===== src/sv/agpc_pkg.sv =====
// Package for the axle group pattern classifier: codes, limits and pattern table.
package agpc_pkg;

	// Configuration register indexes
	typedef enum logic [0:0] {
		REG_GROUP_SPACING = 1'b0,
		REG_CAR_WEIGHT    = 1'b1
	} cfg_reg_t;

	typedef logic [3:0] grp_size_t;
	typedef logic [6:0] class_t;

	localparam int SPACING_W = 16;
	localparam int WEIGHT_W  = 20;
	localparam int CFG_W     = 20;
	localparam int IN_DATA_W = 40;
	localparam int OUT_DATA_W = 16;

	localparam logic [SPACING_W-1:0] SPACING_RESET = 16'd2100;
	localparam logic [WEIGHT_W-1:0]  WEIGHT_RESET  = 20'd34334;

	localparam class_t    CLASS_CAR      = 7'd0;
	localparam class_t    CLASS_DEFAULT  = 7'd99;
	localparam class_t    CLASS_PAT_LAST = 7'd7;
	localparam grp_size_t GROUP_SIZE_MAX = 4'd15;

	localparam int PAT_TOTAL = 7;
	localparam int PAT_LEN_MAX = 4;

	// Number of groups in pattern p
	function automatic logic [2:0] pat_len(input logic [2:0] p);
		logic [2:0] len;
		unique case (p)
			3'd0:    len = 3'd2;
			3'd1:    len = 3'd3;
			3'd2:    len = 3'd2;
			3'd3:    len = 3'd4;
			3'd4:    len = 3'd3;
			3'd5:    len = 3'd3;
			3'd6:    len = 3'd3;
			default: len = 3'd0;
		endcase
		return len;
	endfunction

	// Group size at position k of pattern p
	function automatic grp_size_t pat_elem(input logic [2:0] p, input logic [1:0] k);
		grp_size_t s;
		unique case ({p, k})
			{3'd0, 2'd0}: s = 4'd1;
			{3'd0, 2'd1}: s = 4'd1;
			{3'd1, 2'd0}: s = 4'd1;
			{3'd1, 2'd1}: s = 4'd2;
			{3'd1, 2'd2}: s = 4'd3;
			{3'd2, 2'd0}: s = 4'd1;
			{3'd2, 2'd1}: s = 4'd2;
			{3'd3, 2'd0}: s = 4'd1;
			{3'd3, 2'd1}: s = 4'd2;
			{3'd3, 2'd2}: s = 4'd3;
			{3'd3, 2'd3}: s = 4'd3;
			{3'd4, 2'd0}: s = 4'd1;
			{3'd4, 2'd1}: s = 4'd2;
			{3'd4, 2'd2}: s = 4'd2;
			{3'd5, 2'd0}: s = 4'd1;
			{3'd5, 2'd1}: s = 4'd1;
			{3'd5, 2'd2}: s = 4'd2;
			{3'd6, 2'd0}: s = 4'd1;
			{3'd6, 2'd1}: s = 4'd1;
			{3'd6, 2'd2}: s = 4'd3;
			default:      s = 4'd0;
		endcase
		return s;
	endfunction

endpackage


===== src/sv/axle_group_pattern_classifier_unit.sv =====
// Top level of the axle group pattern classifier.
//
// Usage:
//   One slave transaction per axle of a vehicle, in order. s_tdata carries the
//   spacing to the next axle and the gross weight; s_tlast marks the final axle.
//   On the final axle the block emits one master transaction with the class,
//   the axle count and the group count. Other axles produce nothing.
//   Configuration (group spacing limit, car weight limit) is written through
//   cfg_we / cfg_index / cfg_wdata while no vehicle is in flight.
// Pipeline and throughput:
//   An axle is registered in the input register at acceptance; a final axle's
//   result goes to the result register when the axle is processed. One axle
//   per cycle is sustained unless a final axle waits on a stalled result. All
//   per-axle work (compares, counter updates, pattern match) lies between the two.
// Reset:
//   arst_n clears the vehicle state, both pipeline valids and loads the
//   register defaults (2100 mm, 34334 thousandths).
// Stall:
//   While a result waits on m_tready the input stage keeps advancing through
//   non-final axles; a final axle behind the waiting result holds the input
//   register, and s_tready then drops until the result is taken.
module axle_group_pattern_classifier_unit #(
	parameter int MAX_AXLES     = 16,
	parameter int MAX_GROUPS    = 8,
	parameter int PATTERN_COUNT = 7
) (
	input  logic                              clk,
	input  logic                              arst_n,
	// slave stream
	input  logic                              s_tvalid,
	output logic                              s_tready,
	input  logic [agpc_pkg::IN_DATA_W-1:0]    s_tdata,  // spacing_to_next[15:0], gross_weight[35:16], zero pad
	input  logic                              s_tlast,  // last_axle
	// master stream
	output logic                              m_tvalid,
	input  logic                              m_tready,
	output logic [agpc_pkg::OUT_DATA_W-1:0]   m_tdata,  // class_id[6:0], axles_seen[11:7], groups_seen[15:12]
	// configuration write port
	input  logic                              cfg_we,
	input  agpc_pkg::cfg_reg_t                cfg_index,
	input  logic [agpc_pkg::CFG_W-1:0]        cfg_wdata
);

	localparam int IDX_W = $clog2(MAX_GROUPS);

	// Configuration registers
	logic [agpc_pkg::SPACING_W-1:0] spacing_limit_q;
	logic [agpc_pkg::WEIGHT_W-1:0]  weight_limit_q;

	always_ff @(posedge clk or negedge arst_n) begin
		if (!arst_n) begin
			spacing_limit_q <= agpc_pkg::SPACING_RESET;
			weight_limit_q  <= agpc_pkg::WEIGHT_RESET;
		end else if (cfg_we) begin
			unique case (cfg_index)
				agpc_pkg::REG_GROUP_SPACING: spacing_limit_q <= cfg_wdata[agpc_pkg::SPACING_W-1:0];
				agpc_pkg::REG_CAR_WEIGHT:    weight_limit_q  <= cfg_wdata;
			endcase
		end
	end

	// Input register stage
	logic                           vld_s1;
	logic [agpc_pkg::SPACING_W-1:0] spacing_s1;
	logic [agpc_pkg::WEIGHT_W-1:0]  weight_s1;
	logic                           last_s1;
	logic                           out_free;
	logic                           proc;

	// non-final axles need no result slot
	assign out_free = !m_tvalid || m_tready;
	assign proc     = vld_s1 && (!last_s1 || out_free);
	assign s_tready = !vld_s1 || proc;

	always_ff @(posedge clk or negedge arst_n) begin
		if (!arst_n) begin
			vld_s1 <= 1'b0;
		end else if (s_tready) begin
			vld_s1 <= s_tvalid;
		end
	end

	always_ff @(posedge clk) begin
		if (s_tvalid && s_tready) begin
			spacing_s1 <= s_tdata[agpc_pkg::SPACING_W-1:0];
			weight_s1  <= s_tdata[agpc_pkg::SPACING_W +: agpc_pkg::WEIGHT_W];
			last_s1    <= s_tlast;
		end
	end

	// Vehicle state
	logic [4:0]          axle_q;
	agpc_pkg::grp_size_t cur_q;
	logic [3:0]          grp_q;
	logic                ovf_q;
	agpc_pkg::grp_size_t sizes_q [MAX_GROUPS];

	// Next-state logic for the axle in the input register
	logic [4:0]          axle_nx;
	agpc_pkg::grp_size_t cur_nx;
	logic [3:0]          grp_nx;
	logic                ovf_nx;
	logic                close;
	logic                room;
	logic                store;
	agpc_pkg::grp_size_t view [agpc_pkg::PAT_LEN_MAX];

	always_comb begin
		close   = last_s1 || (spacing_s1 >= spacing_limit_q);
		room    = grp_q < 4'(MAX_GROUPS);
		store   = close && room;
		axle_nx = (axle_q < 5'(MAX_AXLES)) ? axle_q + 5'd1 : axle_q;
		ovf_nx  = ovf_q || (axle_q >= 5'(MAX_AXLES)) || (close && !room);
		grp_nx  = store ? grp_q + 4'd1 : grp_q;
		if (close)
			cur_nx = 4'd1;
		else if (cur_q < agpc_pkg::GROUP_SIZE_MAX)
			cur_nx = cur_q + 4'd1;
		else
			cur_nx = cur_q;
		// group sizes as they stand after this axle's group is closed
		for (int k = 0; k < agpc_pkg::PAT_LEN_MAX; k++) begin
			view[k] = (store && grp_q == 4'(k)) ? cur_q : sizes_q[k];
		end
	end

	// Pattern match; the first pattern in table order wins
	agpc_pkg::class_t match_cls;
	agpc_pkg::class_t cls;

	always_comb begin
		logic       hit;
		logic [2:0] len;
		match_cls = agpc_pkg::CLASS_DEFAULT;
		for (int p = PATTERN_COUNT - 1; p >= 0; p--) begin
			len = agpc_pkg::pat_len(3'(p));
			hit = (grp_nx == 4'(len));
			for (int k = 0; k < agpc_pkg::PAT_LEN_MAX; k++) begin
				if (3'(k) < len && view[k] != agpc_pkg::pat_elem(3'(p), 2'(k)))
					hit = 1'b0;
			end
			if (hit)
				match_cls = 7'(p + 1);
		end
	end

	always_comb begin
		priority if (ovf_nx)
			cls = agpc_pkg::CLASS_DEFAULT;
		else if (axle_nx == 5'd2 && weight_s1 < weight_limit_q)
			cls = agpc_pkg::CLASS_CAR;
		else
			cls = match_cls;
	end

	always_ff @(posedge clk or negedge arst_n) begin
		if (!arst_n) begin
			axle_q <= '0;
			cur_q  <= 4'd1;
			grp_q  <= '0;
			ovf_q  <= 1'b0;
		end else if (proc) begin
			if (last_s1) begin
				axle_q <= '0;
				cur_q  <= 4'd1;
				grp_q  <= '0;
				ovf_q  <= 1'b0;
			end else begin
				axle_q <= axle_nx;
				cur_q  <= cur_nx;
				grp_q  <= grp_nx;
				ovf_q  <= ovf_nx;
			end
		end
	end

	// Group size store, written as groups close
	always_ff @(posedge clk) begin
		if (proc && store)
			sizes_q[grp_q[IDX_W-1:0]] <= cur_q;
	end

	// Result register
	logic                               res_vld_q;
	logic [agpc_pkg::OUT_DATA_W-1:0]    res_q;

	always_ff @(posedge clk or negedge arst_n) begin
		if (!arst_n) begin
			res_vld_q <= 1'b0;
		end else if (out_free) begin
			res_vld_q <= proc && last_s1;
		end
	end

	always_ff @(posedge clk) begin
		if (proc && last_s1)
			res_q <= {grp_nx, axle_nx, cls};
	end

	assign m_tvalid = res_vld_q;
	assign m_tdata  = res_q;

endmodule


===== config.mk =====
export PLATFORM = sky130hd
export DESIGN_NAME = axle_group_pattern_classifier_unit
export DESIGN_NICKNAME = d
export VERILOG_FILES = /design/src/sv/agpc_pkg.sv /design/src/sv/axle_group_pattern_classifier_unit.sv
export SDC_FILE = /design/constraint.sdc
export NUM_CORES = 1
export LEC_CHECK = 0
export ABC_AREA = 1
export BUFFER_PORTS_ARGS = -buffer_cell sky130_fd_sc_hd__buf_2
export CORE_ASPECT_RATIO = 0.5
export CORE_MARGIN = 2
export CORE_UTILIZATION = 60
export DETAILED_ROUTE_END_ITERATION = 12
export GPL_TIMING_DRIVEN = 0
export PLACE_DENSITY = 0.83
export SYNTH_ARGS = -nofsm -noshare
export SYNTH_HDL_FRONTEND = slang
export SYNTH_SLANG_ARGS = --single-unit

===== constraint.sdc =====
create_clock -name clk -period 3.9 [get_ports clk]
set_clock_uncertainty 0.05 [all_clocks]
set_input_delay 0.195 -clock clk [delete_from_list [all_inputs] [get_ports clk]]
set_output_delay 0.195 -clock clk [all_outputs]
set_load 0.01 [all_outputs]

==> flow_summary.json, run 1 <==
{
  "synth_top_area_cell": "edfxtp_1",
  "hold_depth": 3,
  "synth_top_family_by_area": "simple AND/OR/NAND/NOR gates",
  "wl_per_cell_microns": 15.6,
  "outcome": "finished, violations left",
  "p_switching_w": 0.00108,
  "pwr-share-clk": 0.404,
  "synth-edff-count": 66,
  "syn_inst": 567,
  "finalSetupTns_ns": 0,
  "critPathKind": "reg -> reg",
  "die_area_sq_mm": 0.0105,
  "slew_headroom": 0.232,
  "ys_ff_latch": 118,
  "required_ns": 4.00,
  "gp_congestion": 0.873,
  "violations": "negative hold slack",
  "area_growth_pct": 28.4,
  "max_stage_delay_ns": 0.53,
  "power_density_mw_per_mm2": 506,
  "yosysWarnings": 0,
  "root_buffer": "clkbuf_16",
  "synthArstFlopShare": 0.441,
  "seq_area_frac_synth": 0.567,
  "cts_tree": "built",
  "crit_top_cell": "a21oi_2",
  "power_w": 0.00378,
  "synth.area.mux_share": 0,
  "hold_class": "in -> reg",
  "die_w_microns": 143,
  "worstMarginPinSlew_ns": 1.15,
  "cts_max_level": 4,
  "avgSynthCellArea_sq_um": 10.3,
  "drc_errors": 0,
  "p_sw_frac": 0.285,
  "hp-start": "cfg_wdata[12]",
  "crit_path_max_fanout": 8,
  "cts.path.max_buffers": 2,
  "maxCapViolCount": 0,
  "synth_fa_ha_area_frac": 0.0882,
  "r2r_end": "m_tdata[0]",
  "synth_flop_cell": "edfxtp_1",
  "placed_cell_area_sq_mm": 0.00638,
  "period_share": 0.741,
  "synth_compound_area_frac": 0.0809,
  "wirelength_mm": 13.5,
  "dpl_worst_slack_ns": 1.16,
  "grt_usage": 0.277,
  "worstSetupEndpointType": "flop",
  "initial_core_util": 0.616,
  "critPathBufInv": 1,
  "grt_max_degree": 53,
  "rrSetupSlack_ns": 1.01,
  "start_kind": "flop",
  "routed-wl-met2_mm": 6.77,
  "syn-cell-area_sq_mm": 0.00582,
  "min_to": "weight_limit_q[12]",
  "synth_area_leaders": "edfxtp_1 34%, dfrtp_1 17%, ha_1 8.8%",
  "grt_pass1_vias": 4564,
  "yosysMostFrequentCell": "nand2_1",
  "clkLatencyLatePin_ns": 0.43,
  "rows": 25,
  "wl_met1_mm": 5.55,
  "power_leakage_nw": 3.51,
  "p_comb_frac": 0.186,
  "layout-drive-gt1-share": 0.245,
  "antenna_found_initial": 0,
  "viasPerCell": 5.28,
  "finalHoldViolCount": 1,
  "synth_top_area_share": 0.341,
  "peakVddDrop_v": 0.000389,
  "grt_pass1_wl_mm": 21.6,
  "reg2reg_from": "spacing_limit_q[11]",
  "fmax_mhz": 346,
  "synth_xor_area_frac": 0.00452,
  "die_y_microns": 73.6,
  "fill_cells": 562,
  "nets": 823,
  "min_period_ns": 2.89,
  "power.internal_w": 0.00270,
  "finalWorstSetupSlack_ns": 1.01,
  "ys_types": 45,
  "overflow": 0,
  "crit_slowest_cell": "dfstp_2",
  "coreArea_sq_mm": 0.00945,
  "drtIter0Drc": 314,
  "cts_sinks": 118,
  "final_area_sq_mm": 0.00747,
  "critPathTopFamily": "compound AO/OA/AOI/OAI gates",
  "crit_arrival_ns": 2.99,
  "reg2reg_depth": 12,
  "slew_viol_final": 0,
  "io_buffers": 78,
  "diodes": 0,
  "num_vias": 4556,
  "setup_viol": 0,
  "cts_buffers": 17,
  "firstDrtPassIters": 5,
  "clk_pin_slew_ns": 0.06,
  "rsz0062_at_grt": "false",
  "holdWs_ns": -0.000742,
  "postRouteAntennaNets": 0,
  "yosys-top-cells-count": "101 x nand2_1, 94 x inv_1, 66 x edfxtp_1",
  "crit_chain": "inv_1 -> ha_1 -> a21oi_1 -> o21ai_0 -> a21oi_2 -> nand2_4 -> a21oi_2 -> nand3_2 -> nor2_4 -> nand3b_1 -> nand3_1 -> o21ai_1",
  "cts_setup_buffers": 0,
  "yosys.area_share.simple": 0.180,
  "hpwl_mm": 8.07,
  "p_seq_frac": 0.410,
  "highest_layer": "met4",
  "wl_met3_microns": 643,
  "pin_count": 85
}
-- what timing repair did --
item                                   in CTS  in global routing
resized for setup                           0                  0
hold buffers                               49                  0
endpoints found under the hold margin      89                  0
-- through the flow --
step	util	instances	hold slack, ns
after global placement	0.675	781	0.321
final	0.790	863	-0.000742
after global routing	0.790	863	0.0146
after detailed placement	0.675	781	0.323
after CTS	0.787	862	0.00190
after floorplan	-	568	-0.151
-- placed cells by master, fill, tap and decap left out, types with 2 or more instances in the layout --
cell type and count:
nand3_4 2, o21ai_2 2, conb_1 2, inv_1 93, nand2_2 17, o211ai_1 2
clkinv_2 5, clkbuf_1 10, a21oi_2 3, dfstp_2 12, o21ai_0 43, ha_1 41
nor3_1 9, edfxtp_1 66, nor2_1 24, clkbuf_8 2, nand2_4 4, nand4_1 5
dfrtp_1 40, dlygate4sd3_1 49, buf_2 78, buf_4 3, nor2_2 5, o22ai_1 6
nand2_1 101, a21oi_1 17, bufinv_16 2, clkinv_1 3, nand3_1 23, nor2_4 3
clkbuf_16 17, inv_2 8, xor2_1 3, nand3_2 8
-- worst max path at each step --
| stage | slack [ns] | end | start | cells past startpoint |
|---|---|---|---|---|
| after floorplan | 1.50 | m_tdata[0] | spacing_limit_q[11] | 12 |
| after global placement | 1.28 | m_tdata[0] | spacing_limit_q[11] | 12 |
| after detailed placement | 1.16 | m_tdata[0] | spacing_limit_q[11] | 12 |
| after CTS | 1.10 | m_tdata[0] | spacing_limit_q[11] | 12 |
| after global routing | 0.86 | m_tdata[0] | spacing_limit_q[11] | 12 |
| final | 1.01 | m_tdata[0] | spacing_limit_q[11] | 12 |
-- cells by family (layout without fill, tap and decap cells) --
family	Yosys count	after routing
AOI/OAI and AO/OA	82	82
xor gates and xnor gates	3	3
adders and majority gates	41	41
buffers and inverters	115	275
DFF	118	118
other	1	2
and+or+nand+nor	207	207
-- power by group through the flow --
stage	clock network [W]	logic (W)	registers, W
global placement	0	0.000590	0.00156
finish	0.00153	0.000701	0.00155
detailed placement	0	0.000624	0.00157
global route	0.00158	0.000780	0.00156
floorplan	0	0.000452	0.00155
CTS	0.00152	0.000677	0.00155
-- per-layer routing --
| layer | vias up | global-route usage |
|---|---|---|
| li1 | 2171 | - |
| met1 | 2180 | 0.316 |
| met2 | 156 | 0.502 |
| met3 | 49 | 0.0658 |
| met4 | 0 | 0.135 |
| met5 | - | 0 |
-- state kept, by name, summed over array words and instances, names as in the netlist --
register,count
weight_limit_q,20
weight_s1,20
sizes_q,16
spacing_limit_q,16
spacing_s1,16
m_tdata,13
axle_q,5
cur_q,4
grp_q,4
last_s1,1
m_tvalid,1
ovf_q,1
vld_s1,1
-- tightest hold or removal path, cell delays in order --
cell and delay [ns]:
buf_2 0.10, inv_1 0.06, o21ai_0 0.08
-- cell type report --
cell class	instances	area, sq um	share of cell area
Inverter	103	387	0.0518
Timing Repair Buffer	128	908	0.122
Sequential cell	118	3300	0.442
Clock buffer	22	464	0.0622
Clock inverter	10	105	0.0141
Buffer	12	72.6	0.00972
Tap cell	135	169	0.0226
Multi-Input combinational cell	335	2060	0.276
No activity file was read; power rests on OpenSTA's default activity.
==> run 2: changes to the inputs <==
ABC_AREA = 0   (was 1)
CORE_UTILIZATION = 51   (was 60)
PLACE_DENSITY = 0.76   (was 0.83)
clock period = 2.5 ns   (was 3.9 ns; I/O delays follow)
==> flow_summary.json, run 2 <==
{
  "clk_pin_slew_ns": 0.05,
  "yosysWarnings": 0,
  "overflow": 0,
  "use_met1": 0.280,
  "num_vias": 4146,
  "pin_count": 85,
  "p_comb_frac": 0.207,
  "cts.path.max_buffers": 2,
  "power_w": 0.00613,
  "holdWs_ns": 0.0871,
  "slew_viol_final": 0,
  "p_seq_frac": 0.399,
  "synth_top_area_share": 0.354,
  "power.internal_w": 0.00446,
  "area_growth_pct": 38.1,
  "ys_types": 55,
  "die_y_microns": 78.1,
  "coreArea_sq_mm": 0.0104,
  "met2_usage": 0.387,
  "drtIter0Drc": 237,
  "firstDrtPassIters": 4,
  "crit_chain": "ha_4 -> nand4_1 -> nor3_4 -> a32oi_4 -> nand2_4 -> buf_6 -> buf_6 -> nand4b_1 -> a221oi_4 -> a21oi_2 -> a21o_1",
  "viasPerCell": 5.36,
  "min_period_ns": 2.96,
  "maxCapViolCount": 0,
  "synth_area_leaders": "edfxtp_1 35%, dfrtp_1 18%, ha_1 9.2%",
  "hp-start": "cfg_index",
  "power_density_mw_per_mm2": 792,
  "syn_inst": 450,
  "crit_slowest_cell": "edfxtp_1",
  "power_leakage_nw": 3.29,
  "cts_sinks": 118,
  "p_sw_frac": 0.272,
  "p_switching_w": 0.00167,
  "slew_headroom": 0.217,
  "synth_flop_cell": "edfxtp_1",
  "seq_area_frac_synth": 0.589,
  "crit_arrival_ns": 3.07,
  "yosysMostFrequentCell": "edfxtp_1",
  "finalWorstSetupSlack_ns": -0.465,
  "cts_tree": "built",
  "finalSetupTns_ns": -6.85,
  "postRouteAntennaNets": 0,
  "wirelength_mm": 13.0,
  "initial_core_util": 0.537,
  "ys_ff_latch": 118,
  "nets": 729,
  "outcome": "finished, violations left",
  "critPathTopFamily": "compound AO/OA/AOI/OAI gates",
  "fin_util": 0.741,
  "violations": "negative setup slack",
  "grt_pass1_wl_mm": 20.9,
  "top_usage_layer": "met2",
  "grt_max_degree": 53,
  "hpwl_mm": 7.94,
  "peakVddDrop_v": 0.000541,
  "final_common_cell": "buf_2",
  "finalHoldViolCount": 0,
  "rows": 26,
  "root_buffer": "clkbuf_16",
  "drc_errors": 0,
  "dpl_worst_slack_ns": -0.570,
  "die_area_sq_mm": 0.0119,
  "diodes": 0,
  "clkLatencyLatePin_ns": 0.41,
  "critPathBufInv": 2,
  "worstSetupEndpointType": "flop",
  "cp-startpoint": "spacing_s1[14]",
  "cts_max_level": 4,
  "io_buffers": 78,
  "max_stage_delay_ns": 0.42,
  "fmax_mhz": 337,
  "syn-cell-area_sq_mm": 0.00560,
  "rsz0062_at_grt": "true",
  "wl_per_cell_microns": 16.8,
  "synthArstFlopShare": 0.441,
  "critPathKind": "reg -> reg",
  "die_w_microns": 152,
  "layout-drive-gt1-share": 0.334,
  "crit_path_max_fanout": 7,
  "reg2reg_from": "spacing_s1[14]",
  "setup_viol": 27,
  "worstMarginPinSlew_ns": 1.17,
  "avgSynthCellArea_sq_um": 12.5,
  "gp_congestion": 0.817,
  "synth_top_area_cell": "edfxtp_1",
  "reg_top3": "weight_limit_q (20), weight_s1 (20)",
  "period_share": 1.19,
  "yosys-top-cells-count": "66 x edfxtp_1, 44 x inv_1, 41 x ha_1",
  "cts_buffers": 17,
  "hold_class": "in -> reg",
  "grt_usage": 0.229,
  "mostFrequentLayoutCells": "78 x buf_2, 66 x edfxtp_1, 61 x dlygate4sd3_1, 40 x dfrtp_1, 36 x inv_1",
  "antenna_found_initial": 0,
  "grt_pass1_vias": 4328,
  "use_met3": 0.0613,
  "pwr-share-clk": 0.395,
  "required_ns": 2.61,
  "synth-edff-count": 66,
  "crit_top_cell": "buf_6",
  "start_kind": "flop"
}
==> run 2: metal layers <==
| layer | vias up | wire, microns |
|---|---|---|
| met5 | - | 0 |
| met4 | 0 | 267 |
| met3 | 28 | 704 |
| met2 | 134 | 6560 |
| met1 | 2026 | 5490 |
| li1 | 1958 | - |
==> run 2: final timing paths <==
| check | cells past startpoint | slack [ns] | endpoint |
|---|---|---|---|
| setup / recovery | 11 | -0.46 | m_tdata[0] |
| hold / removal | 3 | 0.09 | spacing_limit_q[0] |
| setup reg to reg | 11 | -0.46 | m_tdata[0] |
| hold reg to reg | 1 | 0.46 | weight_limit_q[7] |
| max in group asynchronous | 2 | 1.23 | spacing_limit_q[8] |
| min in group asynchronous | 2 | 0.44 | m_tvalid |
==> run 2: area by class of cell <==
| cell class | instances | area, sq um |
|---|---|---|
| fill | 617 | 2700 |
| inverter | 44 | 169 |
| buffer | 15 | 76.3 |
| sequential | 118 | 3300 |
| tap | 140 | 175 |
| timing repair buffer | 152 | 1130 |
| multi-input combinational | 273 | 2310 |
| clock inverter | 10 | 131 |
| clock buffer | 22 | 454 |
==> run 2: timing repair <==
action | in CTS | in global routing
hold buffers | 61 | 0
endpoints found under the setup margin | 27 | 42
hold endpoints to repair | 115 | 0
gates resized for setup | 28 | 32
pin swaps | 15 | 25
setup buffers | 5 | 8
==> run 2: tightest hold or removal path, stage by stage <==
cell	delay [ns]
buf_2	0.09
nor2b_1	0.08
mux2_2	0.22
==> run 2: power by group through the flow <==
stage | Combinational [W] | Clock (W) | Sequential, W
floorplan | 0.000681 | 0 | 0.00244
global placement | 0.000920 | 0 | 0.00246
detailed placement | 0.000959 | 0 | 0.00247
CTS | 0.00114 | 0.00244 | 0.00244
global route | 0.00139 | 0.00255 | 0.00247
finish | 0.00127 | 0.00242 | 0.00245
==> run 2: stage by stage <==
stage	std cells	cell area, sq um
final	774	7740
after floorplan	451	5640
after global routing	774	7740
after detailed placement	669	6200
after CTS	767	7570
after global placement	669	6200
==> run 2: logic make-up after synthesis <==
kind of cell,count (synthesis),share of synthesized area
adder cells (fa/ha/maj),41,0.0915
XOR/XNOR,5,0.00781
other,1,0.000669
AND/OR/NAND/NOR,110,0.101
AO/OA/AOI/OAI,85,0.108
flip-flops,118,0.589
multiplexers,30,0.0594
buffers and inverters,60,0.0435
